### src/design/cgrp_pkg.sv
// Shared types and constants for the composite glyph record parser.
`timescale 1ns / 1ps

package cgrp_pkg;

  // Result kinds.
  localparam logic [1:0] KIND_COMPONENT = 2'd0;
  localparam logic [1:0] KIND_ILEN      = 2'd1;
  localparam logic [1:0] KIND_IBYTE     = 2'd2;

  // Component flag bits, as published for composite glyphs.
  localparam int unsigned FLG_WORDS_BIT = 0;
  localparam int unsigned FLG_SCALE_BIT = 3;
  localparam int unsigned FLG_MORE_BIT  = 5;
  localparam int unsigned FLG_XY_BIT    = 6;
  localparam int unsigned FLG_2X2_BIT   = 7;
  localparam int unsigned FLG_INSTR_BIT = 8;

  // One in 2.14 fixed point.
  localparam logic [15:0] ONE_2DOT14 = 16'h4000;

  typedef struct packed {
    logic [1:0]  kind;
    logic [15:0] comp_flags;
    logic [15:0] comp_glyph;
    logic [15:0] arg_one;
    logic [15:0] arg_two;
    logic [15:0] xx_scale;
    logic [15:0] xy_scale;
    logic [15:0] yx_scale;
    logic [15:0] yy_scale;
    logic [15:0] instr_length;
    logic [7:0]  instr_byte;
    logic        glyph_end;
  } result_t;

endpackage

### src/design/cgrp_parser.sv
// Byte-stream parser state machine that builds component and instruction results.
`timescale 1ns / 1ps

module cgrp_parser (
  input  logic              clk,
  input  logic              rst_n,
  input  logic              take,
  input  logic [7:0]        data_byte,
  input  logic              start_glyph,
  output logic              res_valid,
  output cgrp_pkg::result_t res
);

  localparam logic [3:0] PH_FLAGS_HI = 4'd0;
  localparam logic [3:0] PH_FLAGS_LO = 4'd1;
  localparam logic [3:0] PH_INDEX_HI = 4'd2;
  localparam logic [3:0] PH_INDEX_LO = 4'd3;
  localparam logic [3:0] PH_ARGS     = 4'd4;
  localparam logic [3:0] PH_XFORM    = 4'd5;
  localparam logic [3:0] PH_ILEN_HI  = 4'd6;
  localparam logic [3:0] PH_ILEN_LO  = 4'd7;
  localparam logic [3:0] PH_IBYTES   = 4'd8;
  localparam logic [3:0] PH_DONE     = 4'd9;

  logic [3:0]  phase_r, phase_nxt, phase_eff;
  logic [2:0]  cnt_r, cnt_nxt, cnt_eff;
  logic [3:0]  cnt_inc;
  logic [15:0] flags_r, flags_nxt;
  logic [15:0] index_r, index_nxt;
  logic [15:0] arg_r [2];
  logic [15:0] arg_nxt [2];
  logic [15:0] xf_r [4];
  logic [15:0] xf_nxt [4];
  logic [7:0]  hold_r, hold_nxt;
  logic [15:0] rem_r, rem_nxt;
  logic [15:0] word;
  logic [3:0]  xbytes;
  logic        finish;

  assign word    = {hold_r, data_byte};
  assign cnt_eff = start_glyph ? 3'd0 : cnt_r;
  assign cnt_inc = {1'b0, cnt_eff} + 4'd1;

  always_comb begin
    if (flags_r[cgrp_pkg::FLG_SCALE_BIT]) begin
      xbytes = 4'd2;
    end else if (flags_r[cgrp_pkg::FLG_XY_BIT]) begin
      xbytes = 4'd4;
    end else if (flags_r[cgrp_pkg::FLG_2X2_BIT]) begin
      xbytes = 4'd8;
    end else begin
      xbytes = 4'd0;
    end
  end

  always_comb begin
    phase_eff = start_glyph ? PH_FLAGS_HI : phase_r;
    phase_nxt = phase_eff;
    cnt_nxt   = cnt_eff;
    flags_nxt = flags_r;
    index_nxt = index_r;
    arg_nxt   = arg_r;
    xf_nxt    = xf_r;
    hold_nxt  = hold_r;
    rem_nxt   = rem_r;
    finish    = 1'b0;
    res_valid = 1'b0;
    res       = '0;

    unique case (phase_eff)
      PH_FLAGS_HI: begin
        hold_nxt   = data_byte;
        xf_nxt[0]  = cgrp_pkg::ONE_2DOT14;
        xf_nxt[1]  = '0;
        xf_nxt[2]  = '0;
        xf_nxt[3]  = cgrp_pkg::ONE_2DOT14;
        arg_nxt[0] = '0;
        arg_nxt[1] = '0;
        phase_nxt  = PH_FLAGS_LO;
      end
      PH_FLAGS_LO: begin
        flags_nxt = word;
        phase_nxt = PH_INDEX_HI;
      end
      PH_INDEX_HI: begin
        hold_nxt  = data_byte;
        phase_nxt = PH_INDEX_LO;
      end
      PH_INDEX_LO: begin
        index_nxt = word;
        cnt_nxt   = 3'd0;
        phase_nxt = PH_ARGS;
      end
      PH_ARGS: begin
        cnt_nxt = cnt_inc[2:0];
        if (flags_r[cgrp_pkg::FLG_WORDS_BIT]) begin
          if (!cnt_eff[0]) begin
            hold_nxt = data_byte;
          end else begin
            arg_nxt[cnt_eff[1]] = word;
          end
          if (cnt_inc >= 4'd4) begin
            cnt_nxt = 3'd0;
            if (xbytes == 4'd0) begin
              finish = 1'b1;
            end else begin
              phase_nxt = PH_XFORM;
            end
          end
        end else begin
          arg_nxt[cnt_eff[0]] = {{8{data_byte[7]}}, data_byte};
          if (cnt_inc >= 4'd2) begin
            cnt_nxt = 3'd0;
            if (xbytes == 4'd0) begin
              finish = 1'b1;
            end else begin
              phase_nxt = PH_XFORM;
            end
          end
        end
      end
      PH_XFORM: begin
        cnt_nxt = cnt_inc[2:0];
        if (!cnt_eff[0]) begin
          hold_nxt = data_byte;
        end else begin
          if (flags_r[cgrp_pkg::FLG_SCALE_BIT]) begin
            xf_nxt[0] = word;
            xf_nxt[3] = word;
          end else if (flags_r[cgrp_pkg::FLG_XY_BIT]) begin
            if (cnt_eff[2:1] == 2'd0) begin
              xf_nxt[0] = word;
            end else begin
              xf_nxt[3] = word;
            end
          end else begin
            xf_nxt[cnt_eff[2:1]] = word;
          end
          if (cnt_inc >= xbytes) begin
            cnt_nxt = 3'd0;
            finish  = 1'b1;
          end
        end
      end
      PH_ILEN_HI: begin
        hold_nxt  = data_byte;
        phase_nxt = PH_ILEN_LO;
      end
      PH_ILEN_LO: begin
        rem_nxt          = word;
        res_valid        = 1'b1;
        res.kind         = cgrp_pkg::KIND_ILEN;
        res.instr_length = word;
        if (word == 16'd0) begin
          phase_nxt     = PH_DONE;
          res.glyph_end = 1'b1;
        end else begin
          phase_nxt = PH_IBYTES;
        end
      end
      PH_IBYTES: begin
        rem_nxt        = rem_r - 16'd1;
        res_valid      = 1'b1;
        res.kind       = cgrp_pkg::KIND_IBYTE;
        res.instr_byte = data_byte;
        if (rem_r == 16'd1) begin
          phase_nxt     = PH_DONE;
          res.glyph_end = 1'b1;
        end
      end
      default: begin
        phase_nxt = PH_DONE;
      end
    endcase

    // A component record reports the registers as they stand after this byte.
    if (finish) begin
      res_valid       = 1'b1;
      res.kind        = cgrp_pkg::KIND_COMPONENT;
      res.comp_flags  = flags_r;
      res.comp_glyph  = index_r;
      res.arg_one     = arg_nxt[0];
      res.arg_two     = arg_nxt[1];
      res.xx_scale    = xf_nxt[0];
      res.xy_scale    = xf_nxt[1];
      res.yx_scale    = xf_nxt[2];
      res.yy_scale    = xf_nxt[3];
      if (flags_r[cgrp_pkg::FLG_MORE_BIT]) begin
        phase_nxt = PH_FLAGS_HI;
      end else if (flags_r[cgrp_pkg::FLG_INSTR_BIT]) begin
        phase_nxt = PH_ILEN_HI;
      end else begin
        phase_nxt     = PH_DONE;
        res.glyph_end = 1'b1;
      end
    end
  end

  always_ff @(posedge clk) begin
    if (!rst_n) begin
      phase_r  <= PH_FLAGS_HI;
      cnt_r    <= '0;
      flags_r  <= '0;
      index_r  <= '0;
      arg_r[0] <= '0;
      arg_r[1] <= '0;
      xf_r[0]  <= cgrp_pkg::ONE_2DOT14;
      xf_r[1]  <= '0;
      xf_r[2]  <= '0;
      xf_r[3]  <= cgrp_pkg::ONE_2DOT14;
      hold_r   <= '0;
      rem_r    <= '0;
    end else if (take) begin
      phase_r <= phase_nxt;
      cnt_r   <= cnt_nxt;
      flags_r <= flags_nxt;
      index_r <= index_nxt;
      arg_r   <= arg_nxt;
      xf_r    <= xf_nxt;
      hold_r  <= hold_nxt;
      rem_r   <= rem_nxt;
    end
  end

endmodule

### src/design/composite_glyph_record_parser_core.sv
// Top level of the composite glyph record parser: byte input, registered result output.
// A result is registered and is presented in the cycle after the byte that completes it.
// Throughput: one input word per cycle; a byte is held off only while a result waits
// in the output register and the receiver stalls it.
// Reset (synchronous, active low) returns the parser to waiting for a flags high byte,
// loads the identity transform and empties the output register.
`timescale 1ns / 1ps

module composite_glyph_record_parser_core (
  input  logic               clk,
  input  logic               rst_n,
  input  logic               in_valid,
  output logic               in_stall,
  input  logic [7:0]         in_data_byte,
  input  logic               in_start_glyph,
  output logic               out_valid,
  input  logic               out_stall,
  output logic [1:0]         out_kind,
  output logic [15:0]        out_comp_flags,
  output logic [15:0]        out_comp_glyph,
  output logic signed [15:0] out_arg_one,
  output logic signed [15:0] out_arg_two,
  output logic signed [15:0] out_xx_scale,
  output logic signed [15:0] out_xy_scale,
  output logic signed [15:0] out_yx_scale,
  output logic signed [15:0] out_yy_scale,
  output logic [15:0]        out_instr_length,
  output logic [7:0]         out_instr_byte,
  output logic               out_glyph_end
);

  logic              take;
  logic              res_valid;
  cgrp_pkg::result_t res;
  logic              out_valid_r, out_valid_nxt;
  cgrp_pkg::result_t out_r;

  // The input side is held off only when the output register is full and its
  // word is not leaving this cycle; every other byte enters at once.
  assign in_stall = out_valid_r && out_stall;
  assign take     = in_valid && !in_stall;

  cgrp_parser u_parser (
    .clk         (clk),
    .rst_n       (rst_n),
    .take        (take),
    .data_byte   (in_data_byte),
    .start_glyph (in_start_glyph),
    .res_valid   (res_valid),
    .res         (res)
  );

  // The output register is loaded whenever a taken byte gives a result; a taken byte
  // with no result leaves it empty, and without a take it empties unless stalled.
  always_comb begin
    out_valid_nxt = out_valid_r;
    if (take) begin
      out_valid_nxt = res_valid;
    end else if (!out_stall) begin
      out_valid_nxt = 1'b0;
    end
  end

  always_ff @(posedge clk) begin
    if (!rst_n) begin
      out_valid_r <= 1'b0;
    end else begin
      out_valid_r <= out_valid_nxt;
    end
  end

  always_ff @(posedge clk) begin
    if (take && res_valid) begin
      out_r <= res;
    end
  end

  assign out_valid        = out_valid_r;
  assign out_kind         = out_r.kind;
  assign out_comp_flags   = out_r.comp_flags;
  assign out_comp_glyph   = out_r.comp_glyph;
  assign out_arg_one      = $signed(out_r.arg_one);
  assign out_arg_two      = $signed(out_r.arg_two);
  assign out_xx_scale     = $signed(out_r.xx_scale);
  assign out_xy_scale     = $signed(out_r.xy_scale);
  assign out_yx_scale     = $signed(out_r.yx_scale);
  assign out_yy_scale     = $signed(out_r.yy_scale);
  assign out_instr_length = out_r.instr_length;
  assign out_instr_byte   = out_r.instr_byte;
  assign out_glyph_end    = out_r.glyph_end;

endmodule

### config.mk
export PLATFORM = sky130hd
export DESIGN_NAME = composite_glyph_record_parser_core
export DESIGN_NICKNAME = d
export VERILOG_FILES = /design/src/design/cgrp_pkg.sv /design/src/design/cgrp_parser.sv /design/src/design/composite_glyph_record_parser_core.sv
export SDC_FILE = /design/constraint.sdc
export NUM_CORES = 1
export LEC_CHECK = 0
export BUFFER_PORTS_ARGS = -buffer_cell sky130_fd_sc_hd__buf_4
export CELL_PAD_IN_SITES_DETAIL_PLACEMENT = 1
export CELL_PAD_IN_SITES_GLOBAL_PLACEMENT = 1
export CORE_UTILIZATION = 49
export CTS_CLUSTER_DIAMETER = 30
export DETAILED_ROUTE_END_ITERATION = 10
export HOLD_SLACK_MARGIN = 0.03
export PLACE_DENSITY = 0.9
export SLEW_MARGIN = 20
export SYNTH_ARGS = -nofsm -noshare
export SYNTH_HDL_FRONTEND = slang
export SYNTH_SLANG_ARGS = --single-unit
### constraint.sdc
create_clock -name clk -period 33.7 [get_ports clk]
set_clock_uncertainty 0.1 [all_clocks]
set_input_delay 3.37 -clock clk [delete_from_list [all_inputs] [get_ports clk]]
set_output_delay 3.37 -clock clk [all_outputs]
set_load 0.05 [all_outputs]
==> flow_metrics.tcl <==
set metrics [dict create \
    clk_pin_slew_ns 0.05 \
    num_vias 11902 \
    status "complete, no violations" \
    seq_area_frac_synth_pct 58.0 \
    worst_slew_pin_slew_ns 1.09 \
    gp_congestion 0.877 \
    cp_data_required_time_ns 33.79 \
    cp-start-kind "primary input" \
    cts_resized 0 \
    slowest_delay_ns 0.85 \
    p_per_area_nw_per_um2 63.5 \
    syn2layout_area_growth_pct 25.6 \
    antenna_found_initial 0 \
    cp-startpoint "in_start_glyph" \
    cts_tree "built" \
    crit_fanout 68 \
    ys_warn_count 0 \
    die_y_um 168 \
    period_share_pct 24.3 \
    worst_path_most_repeated_cell "buf_4" \
    cp_cell_sequence "buf_4 > nand2b_2 > inv_1 > ha_1 > inv_1 > ha_1 > nand2b_1 > o21ai_0 > o21ai_1 > a2bb2oi_4 > o21ai_4 > buf_4 > buf_4" \
    drive_above_1_share_pct 21.5 \
    post-cts-setup-buffers 0 \
    synth_top_area_share_pct 34.4 \
    clkSinkCount 315 \
    routedWlPerCell_um 26.1 \
    remaining_drc_errors 0 \
    drt-vias-per-instance 6.39 \
    hold_viol 0 \
    die_area_um2 28300 \
    grt_pass1_vias 12434 \
    critPathCapture "out_arg_one[8]" \
    r2r-start "u_parser.phase_r[3]" \
    yosys-top-cells-area "edfxtp_1 (34%), dfxtp_1 (24%), a21oi_1 (5.0%), a22oi_1 (4.8%), nor2_1 (4.5%)" \
    fin_setup_tns_ns 0 \
    cts-root-buf "clkbuf_16" \
    fmax_mhz 122 \
    core_um2 27000 \
    synthArstFlopShare_pct 0 \
    ys_ff_latch 315 \
    cts_max_level 2 \
    grt_max_degree 83 \
    cts_buffer_depth 3 \
    synth_cell_types 72 \
    drt_iter0_markers 1411 \
    dpl_cell_area_um2 14900 \
    cts_made_buffers 57 \
    grt_pass1_wl_um 73900 \
    p_leak_uw 0.00581 \
    max_cap_viol_count 0 \
    critPathSlowestCell "buf_4" \
    r2r-end "out_arg_one[8]" \
    dr.pass1.iters 7 \
    rsz0062_at_grt "false" \
    die_w_um 168 \
    ios 170 \
    rows 60 \
    routed_wl_um 48500 \
    end_kind "register" \
    r2r_slack_ns 27.57 \
    synth-edff-count 155 \
    synth_flop_cell "dfxtp_1" \
    dp_cells 1754 \
    hold_path.class "register to register" \
    setup_viol 0 \
    drt.antenna.violating_nets 0 \
    syn-cell-area_um2 13500 \
    reg2reg_depth 8 \
    slew_headroom_pct 27.4 \
    syn-num-nets 1370 \
    yosys.area.top_type "edfxtp_1" \
    synth_cells 1352 \
    hpwl_um 26000 \
    track_usage_pct 33.9 \
    final_nets 1490 \
    synth.avg_cell_area_um2 10.0 \
    antennaDiodeCount 0 \
    ir_drop_uv 48.3 \
    initial_core_util_pct 50.1 \
    finalCriticalPeriod_ns 8.20 \
    worstPathArrival_ns 8.28 \
    final_area_um2 17000 \
    maxSlewViolCount 0 \
    hold_buffers 0 \
    fin_cells 1862 \
    portBuffers 169 \
    grt-ovfl-total 0 \
    clock_latency_ns 0.58 \
    path_class "primary input to register" \
    fillers 2827 \
]
## kinds of logic (layout without fill, tap and decap cells)
| kind of cell | after synthesis | after routing | share of synthesized area, % |
|---|---|---|---|
| AO/OA/AOI/OAI | 331 | 331 | 15.6 |
| buffers and inverters | 148 | 317 | 4.62 |
| multiplexers | 50 | 50 | 3.69 |
| adder cells (fa/ha/maj) | 5 | 5 | 0.462 |
| flip-flops | 315 | 315 | 58.0 |
| AND/OR/NAND/NOR | 500 | 500 | 17.5 |
| XOR/XNOR | 3 | 3 | 0.194 |
## worst max-delay path, delay by kind of cell
kind / cells / cell delay [ns]
AOI/OAI and AO/OA: 4 / 1.31
and+or+nand+nor: 2 / 0.49
adders and majority gates: 2 / 0.68
buffers and inverters: 5 / 2.32
## layout make-up
cell class              instances  area [um2]  share of cell area, %
clock inverters                43         564                   3.32
repair buffers                189        1420                   8.34
flip-flops and latches        315        7860                   46.2
clock buffers                  65        1540                   9.05
well taps                     341         427                   2.51
inverters                      20        76.3                  0.449
multi-input cells             889        5130                   30.1
## worst min path at each step
stage                 startpoint  cells past startpoint                end  slack (ns)
5_1_grt        u_parser.xf_r[14]                      2  u_parser.xf_r[14]        0.37
4_1_cts        u_parser.xf_r[14]                      2  u_parser.xf_r[14]        0.36
3_3_place_gp   u_parser.xf_r[14]                      2  u_parser.xf_r[14]        0.33
6_report       u_parser.xf_r[14]                      2  u_parser.xf_r[14]        0.37
3_5_place_dp   u_parser.xf_r[14]                      2  u_parser.xf_r[14]        0.35
2_1_floorplan  u_parser.xf_r[14]                      2  u_parser.xf_r[14]        0.32
## power breakdown
part           total [uW]  leakage (uW)  internal, uW  switching (uW)
combinational        45.3       0.00233          9.70            35.6
sequential            405       0.00248           401            3.64
clock                 630      0.000996           414             216
## state kept, by name, summed over array words and instances (netlist names), 4 cells and up
register and cells:
out_yy_scale 16, u_parser.flags_r 16, out_xx_scale 16, u_parser.hold_r 8, u_parser.xf_r 64, u_parser.rem_r 16, out_comp_glyph 16, u_parser.index_r 16
out_comp_flags 16, out_arg_one 16, u_parser.phase_r 4, u_parser.arg_r 32, out_xy_scale 16, out_instr_byte 8, out_arg_two 16, out_instr_length 16
out_yx_scale 16
## layout by cell type (no fill, tap or decap), types with 18 or more instances in the layout
| master | n |
|---|---|
| buf_4 | 189 |
| mux2i_1 | 50 |
| and2_1 | 28 |
| inv_1 | 18 |
| a22oi_1 | 87 |
| o21ai_0 | 30 |
| nor2_1 | 160 |
| nand3_1 | 77 |
| nand2_1 | 132 |
| a21oi_1 | 135 |
| nor2b_1 | 29 |
| clkbuf_16 | 59 |
| dfxtp_1 | 160 |
| edfxtp_1 | 155 |
## synth_stat cells, types with 4 or more instances
library cell  instances
and2_1               28
a211oi_1             14
nor2b_1              29
dfxtp_1             160
a21oi_1             136
o21ai_2               4
inv_1                19
a22o_1               14
nand2b_1             14
a31oi_1               7
nor2_1              162
buf_2                32
ha_1                  5
clkbuf_1             82
mux2i_1              50
buf_1                 9
o22ai_1               5
and3_1                6
nand3_1              78
nor3_1               11
nand2_1             132
edfxtp_1            155
o21ai_1               7
nand4_1               4
a22oi_1              87
o21ai_0              31
nor4_1                7
## routing by layer
layer | routed length [um] | GRT usage, %
met1 | 18800 | 41.3
met2 | 23700 | 58.0
met3 | 3820 | 6.44
met4 | 2220 | 16.2
met5 | 0 | 0
## metrics by stage
step	power [uW]	utilization (%)	worst slack, ns	hold slack [ns]
floorplan	439	-	16.53	0.324
global placement	453	55.1	25.24	0.332
detailed placement	455	55.1	25.10	0.347
CTS	1080	62.9	25.59	0.360
global route	1100	62.9	25.26	0.372
finish	1080	62.9	25.50	0.369
No activity file was read; power rests on OpenSTA's default activity.
